==> config.mk <==
export PLATFORM = sky130hd
export DESIGN_NAME = alu16_with_nzvc_flags_top
export DESIGN_NICKNAME = d
export VERILOG_FILES = /design/src/rtl/core/alu16_pkg.sv /design/src/rtl/core/alu16_with_nzvc_flags_top.sv
export SDC_FILE = /design/constraint.sdc
export NUM_CORES = 1
export LEC_CHECK = 0
export ABC_AREA = 1
export BUFFER_PORTS_ARGS = -buffer_cell sky130_fd_sc_hd__clkbuf_2
export CAP_MARGIN = 20
export CORE_MARGIN = 2
export CORE_UTILIZATION = 51
export DETAILED_ROUTE_END_ITERATION = 6
export PLACE_DENSITY = 0.71
export SLEW_MARGIN = 20
export SYNTH_ARGS = -nofsm -noshare
export SYNTH_HDL_FRONTEND = slang
export SYNTH_SLANG_ARGS = --single-unit
==> constraint.sdc <==
create_clock -name i_clk -period 3.1 [get_ports i_clk]
set_clock_uncertainty 0.05 [all_clocks]
set_input_delay 0.465 -clock i_clk [delete_from_list [all_inputs] [get_ports i_clk]]
set_output_delay 0.465 -clock i_clk [all_outputs]
set_load 0.005 [all_outputs]
==> src/rtl/core/alu16_pkg.sv <==
`default_nettype none
// ----------------------------------------------------------------------------
// alu16_pkg
// Shared types and constants for the 16-bit ALU with NZVC flags: the operation
// codes and the packed input and result items.
// ----------------------------------------------------------------------------
package alu16_pkg;

    localparam int unsigned DataW = 16;
    localparam int unsigned ModeW = 4;

    // Operation codes carried in the mode field. Code 15 is unused and acts
    // as a no-operation.
    typedef enum logic [ModeW-1:0] {
        OP_ADD = 4'd0,
        OP_SUB = 4'd1,
        OP_CPW = 4'd2,
        OP_CPB = 4'd3,
        OP_AND = 4'd4,
        OP_OR  = 4'd5,
        OP_XOR = 4'd6,
        OP_LDW = 4'd7,
        OP_LDB = 4'd8,
        OP_NEG = 4'd9,
        OP_ASL = 4'd10,
        OP_ASR = 4'd11,
        OP_NOT = 4'd12,
        OP_ROL = 4'd13,
        OP_ROR = 4'd14
    } t_alu_op;

    localparam logic [DataW-1:0] SignMin = 16'h8000;

    // One input item.
    typedef struct packed {
        logic [ModeW-1:0] mode;
        logic [DataW-1:0] operand_a;
        logic [DataW-1:0] operand_b;
        logic             flag_n_in;
        logic             flag_z_in;
        logic             flag_v_in;
        logic             flag_c_in;
    } t_alu_in;

    // One result item.
    typedef struct packed {
        logic [DataW-1:0] result;
        logic             write_back;
        logic             flag_n_out;
        logic             flag_z_out;
        logic             flag_v_out;
        logic             flag_c_out;
    } t_alu_out;

endpackage
`default_nettype wire

==> src/rtl/core/alu16_with_nzvc_flags_top.sv <==
`default_nettype none
// ----------------------------------------------------------------------------
// alu16_with_nzvc_flags_top
// 16-bit ALU that returns a result, a write-back enable and new N, Z, V and C
// flags for add, subtract, compares, logic ops, loads, negate, shifts and
// rotates through carry.
// ----------------------------------------------------------------------------
//  Channel  | Ports                 | Handshake
//  ---------+-----------------------+---------------------------------------
//  input    | start, busy, i_item   | item taken when start is high, busy low
//  result   | o_valid, o_item       | item shown for one cycle, o_valid high
//
// Each item passes through two registers, the input register and then the
// result register. Its result is on the ports, with o_valid high, once the
// result register has taken it.
// A new item is accepted in every cycle; busy is always low because the
// single-pass datapath never holds an item back and the receiver cannot stall.
// Synchronous active-low reset clears both valid flags; items in flight are
// dropped.
// ----------------------------------------------------------------------------
module alu16_with_nzvc_flags_top
    import alu16_pkg::*;
(
    input  wire logic     i_clk,
    input  wire logic     i_rst_n,
    input  wire logic     start,
    output logic          busy,
    input  wire t_alu_in  i_item,
    output logic          o_valid,
    output t_alu_out      o_item
);

    logic     r_in_valid;
    t_alu_in  r_in;
    logic     r_out_valid;
    t_alu_out r_out;
    t_alu_out n_out;

    logic [DataW:0]   sum_ext;
    logic [DataW:0]   diff_ext;
    logic [DataW-1:0] neg_b;
    logic [DataW-1:0] neg_a;
    logic [7:0]       byte_diff;
    logic [DataW-1:0] res;
    logic             v_add;
    logic             v_sub;

    // The block never stalls the sender.
    assign busy = 1'b0;

    // Input register.
    always_ff @(posedge i_clk) begin
        if (!i_rst_n) begin
            r_in_valid <= 1'b0;
        end else begin
            r_in_valid <= start && !busy;
        end
        if (start && !busy) begin
            r_in <= i_item;
        end
    end

    // Shared arithmetic terms.
    assign sum_ext   = {1'b0, r_in.operand_a} + {1'b0, r_in.operand_b};
    assign diff_ext  = {1'b0, r_in.operand_a} + {1'b0, ~r_in.operand_b} + 17'd1;
    assign neg_b     = ~r_in.operand_b + 16'd1;
    assign neg_a     = ~r_in.operand_a + 16'd1;
    assign byte_diff = r_in.operand_a[7:0] - r_in.operand_b[7:0];
    assign v_add     = ~(r_in.operand_a[15] ^ r_in.operand_b[15])
                     & (r_in.operand_a[15] ^ sum_ext[15]);
    assign v_sub     = ~(r_in.operand_a[15] ^ neg_b[15])
                     & (r_in.operand_a[15] ^ diff_ext[15]);

    // Operation select and flag generation.
    always_comb begin
        res              = r_in.operand_a;
        n_out.write_back = 1'b1;
        n_out.flag_n_out = r_in.flag_n_in;
        n_out.flag_z_out = r_in.flag_z_in;
        n_out.flag_v_out = r_in.flag_v_in;
        n_out.flag_c_out = r_in.flag_c_in;
        n_out.result     = r_in.operand_a;

        case (t_alu_op'(r_in.mode))
            OP_ADD: begin
                res              = sum_ext[DataW-1:0];
                n_out.flag_v_out = v_add;
                n_out.flag_c_out = sum_ext[DataW];
            end
            OP_SUB, OP_CPW: begin
                res              = diff_ext[DataW-1:0];
                n_out.flag_v_out = v_sub;
                n_out.flag_c_out = diff_ext[DataW];
            end
            OP_AND: res = r_in.operand_a & r_in.operand_b;
            OP_OR:  res = r_in.operand_a | r_in.operand_b;
            OP_XOR: res = r_in.operand_a ^ r_in.operand_b;
            OP_LDW: res = r_in.operand_b;
            OP_LDB: res = {8'h00, r_in.operand_b[7:0]};
            OP_NEG: begin
                res              = neg_a;
                n_out.flag_v_out = (neg_a == SignMin);
                n_out.flag_c_out = (r_in.operand_a == '0);
            end
            OP_ASL: begin
                res              = {r_in.operand_a[14:0], 1'b0};
                n_out.flag_v_out = r_in.operand_a[15] ^ r_in.operand_a[14];
                n_out.flag_c_out = r_in.operand_a[15];
            end
            OP_ASR: begin
                res              = {r_in.operand_a[15], r_in.operand_a[15:1]};
                n_out.flag_v_out = 1'b0;
                n_out.flag_c_out = r_in.operand_a[0];
            end
            OP_NOT: res = ~r_in.operand_a;
            OP_ROL: begin
                res              = {r_in.operand_a[14:0], r_in.flag_c_in};
                n_out.flag_c_out = r_in.operand_a[15];
            end
            OP_ROR: begin
                res              = {r_in.flag_c_in, r_in.operand_a[15:1]};
                n_out.flag_c_out = r_in.operand_a[0];
            end
            default: res = r_in.operand_a;
        endcase

        // N and Z follow the computed value for every defined operation; the
        // special cases below override them.
        n_out.result = res;
        case (t_alu_op'(r_in.mode))
            OP_CPW: begin
                n_out.flag_n_out = res[15] ^ v_sub;
                n_out.flag_z_out = (res == '0);
                n_out.result     = r_in.operand_a;
                n_out.write_back = 1'b0;
            end
            OP_CPB: begin
                n_out.flag_n_out = byte_diff[7];
                n_out.flag_z_out = (byte_diff == 8'h00);
                n_out.flag_v_out = 1'b0;
                n_out.flag_c_out = 1'b0;
                n_out.write_back = 1'b0;
            end
            OP_LDB: begin
                n_out.flag_n_out = 1'b0;
                n_out.flag_z_out = (res == '0);
            end
            OP_ADD, OP_SUB, OP_AND, OP_OR, OP_XOR, OP_LDW, OP_NEG,
            OP_ASL, OP_ASR, OP_NOT, OP_ROL, OP_ROR: begin
                n_out.flag_n_out = res[15];
                n_out.flag_z_out = (res == '0);
            end
            default: begin
                // Unused code: no write-back, flags pass through.
                n_out.write_back = 1'b0;
            end
        endcase
    end

    // Result register.
    always_ff @(posedge i_clk) begin
        if (!i_rst_n) begin
            r_out_valid <= 1'b0;
        end else begin
            r_out_valid <= r_in_valid;
        end
        if (r_in_valid) begin
            r_out <= n_out;
        end
    end

    assign o_valid = r_out_valid;
    assign o_item  = r_out;

endmodule
`default_nettype wire

==> results.json <==
{
  "gp_congestion": 1.059,
  "dr.pass1.iters": 6,
  "cts_buffers": 9,
  "cp_data_required_time_ns": 3.26,
  "synth_nets": 1039,
  "clk_path_buf_depth": 2,
  "die_h_um": 114.3,
  "crit_chain": "inv_1, ha_1, inv_1, nor3_1, and2_1, nand2_1, nand2_1, nand2_1, nand3_1, nand3_1, nand2_1, nand4_1, nor2_1, nand3_1, nand2_1",
  "grt_max_degree": 42,
  "fmax_ghz": 0.3270,
  "whs_ns": 0.2339,
  "start_util": 0.5189,
  "synth_edf_count": 61,
  "dpl.cell_count": 1183,
  "rsz0062_at_grt": "no",
  "max_cap_viol_count": 0,
  "worst_setup_path_end_kind": "register",
  "ys.flop_type": "edfxtp_1",
  "hold_viol_final": 0,
  "finalCritPeriodShare": 0.9865,
  "worstPathArrival_ns": 3.22,
  "crit_buf_inv": 2,
  "syn-cell-area_mm2": 0.006207,
  "crit_type": "register to register",
  "critPathSlowestCell": "ha_1",
  "setup-tns-final_ns": 0,
  "grt_pass1_vias": 6349,
  "ys_warn_count": 0,
  "initialDrtViolationCount": 890,
  "htreeDepth": 3,
  "floorplan.io_pins": 66,
  "areaGrowthSynthToFinish_pct": 17.94,
  "clkTransAtPathRegs_ns": 0.06,
  "cts_tree": "built",
  "cp_top_family": "simple AND/OR/NAND/NOR gates",
  "routed_via_density": 5.843,
  "drive_gt1_frac": 0.1415,
  "leakage_nw": 3.733,
  "ys_seq_area_frac": 0.3016,
  "grt_overflow": 0,
  "clkLatencyLatePin_ns": 0.35,
  "fin_nets": 1144,
  "core_area_mm2": 0.01196,
  "crit_path_frequent_cell": "nand2_1",
  "clock-root-buffer": "clkbuf_16",
  "grt_use_total": 0.3473,
  "synth_seq_cells": 63,
  "post-dp-hpwl_um": 17520,
  "fin_crit_ns": 3.058,
  "cts_sinks": 63,
  "finalSetupViolCount": 0,
  "die_area_mm2": 0.01307,
  "diodes": 0,
  "outcome": "finished, final reports clean",
  "drv_slew": 0,
  "wl_per_cell_um": 18.73,
  "max_slew_margin": 0.5276,
  "drt-total-wl_um": 22470,
  "power_density_mw_per_mm2": 474.1,
  "drc": 0,
  "start_kind": "register",
  "vias": 7011,
  "synth-async-reset-ratio": 0,
  "synth_cells": 943,
  "path_max_fanout": 8,
  "cts_setup_buffers": 0,
  "fin_cells": 1200,
  "syn_avg_cell_area_um2": 6.582,
  "tightest_slew_ns": 0.7060,
  "placementRows": 40,
  "min_path_type": "input pin to register",
  "ant_nets": 0,
  "yosys.cell_types.count": 42,
  "portBuffers": 64,
  "antenna_found_initial": 0,
  "grt_first_pass_wirelength_um": 33710,
  "die_x_um": 114.3,
  "critical-path-max-stage-delay_ns": 0.49,
  "ir_drop_mv": 0.3643
}
==> worst reg2reg max path, cell delays in order, from the launching register on <==
cell	delay, ns
edfxtp_1	0.36
inv_1	0.15
ha_1	0.49
inv_1	0.17
nor3_1	0.43
and2_1	0.20
nand2_1	0.11
nand2_1	0.15
nand2_1	0.06
nand3_1	0.07
nand3_1	0.11
nand2_1	0.13
nand4_1	0.11
nor2_1	0.16
nand3_1	0.09
nand2_1	0.07
==> kinds of logic after synthesis <==
group / synth area share
buf+inv: 0.1052
compound gates: 0.1036
flops: 0.3016
other cells: 0.0006041
simple gates: 0.3685
xor+xnor: 0.01129
fa+ha+maj: 0.1093
==> placed cells by master, fill, tap and decap left out, types with 2 or more instances in the layout <==
cell type	synthesis	layout
nand2_1	286	286
inv_1	135	135
nand3_1	109	109
nor2_1	108	108
clkbuf_2	0	64
edfxtp_1	61	61
buf_4	3	55
ha_1	51	49
o21ai_0	36	36
a21oi_1	30	30
nand4_1	17	17
o22ai_1	16	16
nor3_1	11	11
clkbuf_16	0	9
nor2_2	7	7
xor2_1	6	6
o211ai_1	5	5
a221oi_1	4	4
nand2_2	3	3
a211oi_1	3	3
o2111ai_1	2	2
a22oi_1	2	2
o21bai_1	2	2
xnor2_1	2	2
a31oi_1	2	2
nor4_1	2	2
fa_1	2	2
ha_2	0	2
clkbuf_1	6	2
bufinv_16	0	2
dfxtp_1	2	2
==> through the flow <==
stage,instance area [µm²],util,power (mW),setup slack [ns]
global placement,6982,0.5837,2.311,0.2864
detailed placement,6982,0.5837,2.314,0.2800
finish,7321,0.6120,3.471,0.04193
global route,7321,0.6120,3.624,0.004362
CTS,7296,0.6099,3.410,0.2493
floorplan,6207,-,1.871,0.5401
==> per-layer routing <==
metal / vias to the layer above / share of wire / GRT usage
met5: - / 0 / 0
met4: 0 / 0.038 / 0.1537
met3: 76 / 0.15 / 0.08894
met2: 549 / 0.41 / 0.5052
met1: 3095 / 0.41 / 0.4868
li1: 3291 / - / -
==> flip-flops by register name, summed over array words and instances, names as in the netlist <==
| name | cells |
|---|---|
| r_in | 40 |
| o_item | 21 |
| o_valid | 1 |
| r_in_valid | 1 |
==> timing repair <==
action / in CTS / in global routing
hold endpoints to repair: 0 / 0
hold buffers: 0 / 0
endpoints found under the setup margin: 0 / 1
resized for setup: 0 / 2
==> report_power, final <==
| group | internal [mW] | total [mW] | switching, mW |
|---|---|---|---|
| logic | 0.423 | 1.29 | 0.864 |
| clock network | 0.705 | 1.10 | 0.398 |
| registers | 1.04 | 1.08 | 0.0435 |
==> Yosys cell counts, types with 3 or more instances <==
cell / count / area share
a211oi_1: 3 / 0.0036
a21oi_1: 30 / 0.024
a221oi_1: 4 / 0.0056
buf_2: 15 / 0.012
buf_4: 3 / 0.0036
clkbuf_1: 6 / 0.0036
edfxtp_1: 61 / 0.30
ha_1: 51 / 0.10
inv_1: 135 / 0.082
nand2_1: 286 / 0.17
nand2_2: 3 / 0.0030
nand3_1: 109 / 0.088
nand4_1: 17 / 0.017
nor2_1: 108 / 0.065
nor2_2: 7 / 0.0071
nor3_1: 11 / 0.0089
o211ai_1: 5 / 0.0060
o21ai_0: 36 / 0.029
o22ai_1: 16 / 0.016
xor2_1: 6 / 0.0085
==> path summary, 6_finish.rpt <==
check,startpoint,cells past startpoint,end,slack (ns)
max,r_in[17],15,o_item[2],0.04
min,i_item[16],1,r_in[16],0.23
max reg2reg,r_in[17],15,o_item[2],0.04
min reg2reg,r_in_valid,2,o_valid,0.45
==> cell type report <==
class | instances | area (µm²)
fillers | 1106 | 4641
multi-input cells | 718 | 3687
flip-flops and latches | 63 | 1872
repair buffers | 120 | 753.2
inverters | 136 | 510.5
clock buffers | 11 | 232.7
well taps | 147 | 183.9
clock inverters | 5 | 81.33
No activity file was read; power rests on OpenSTA's default activity.
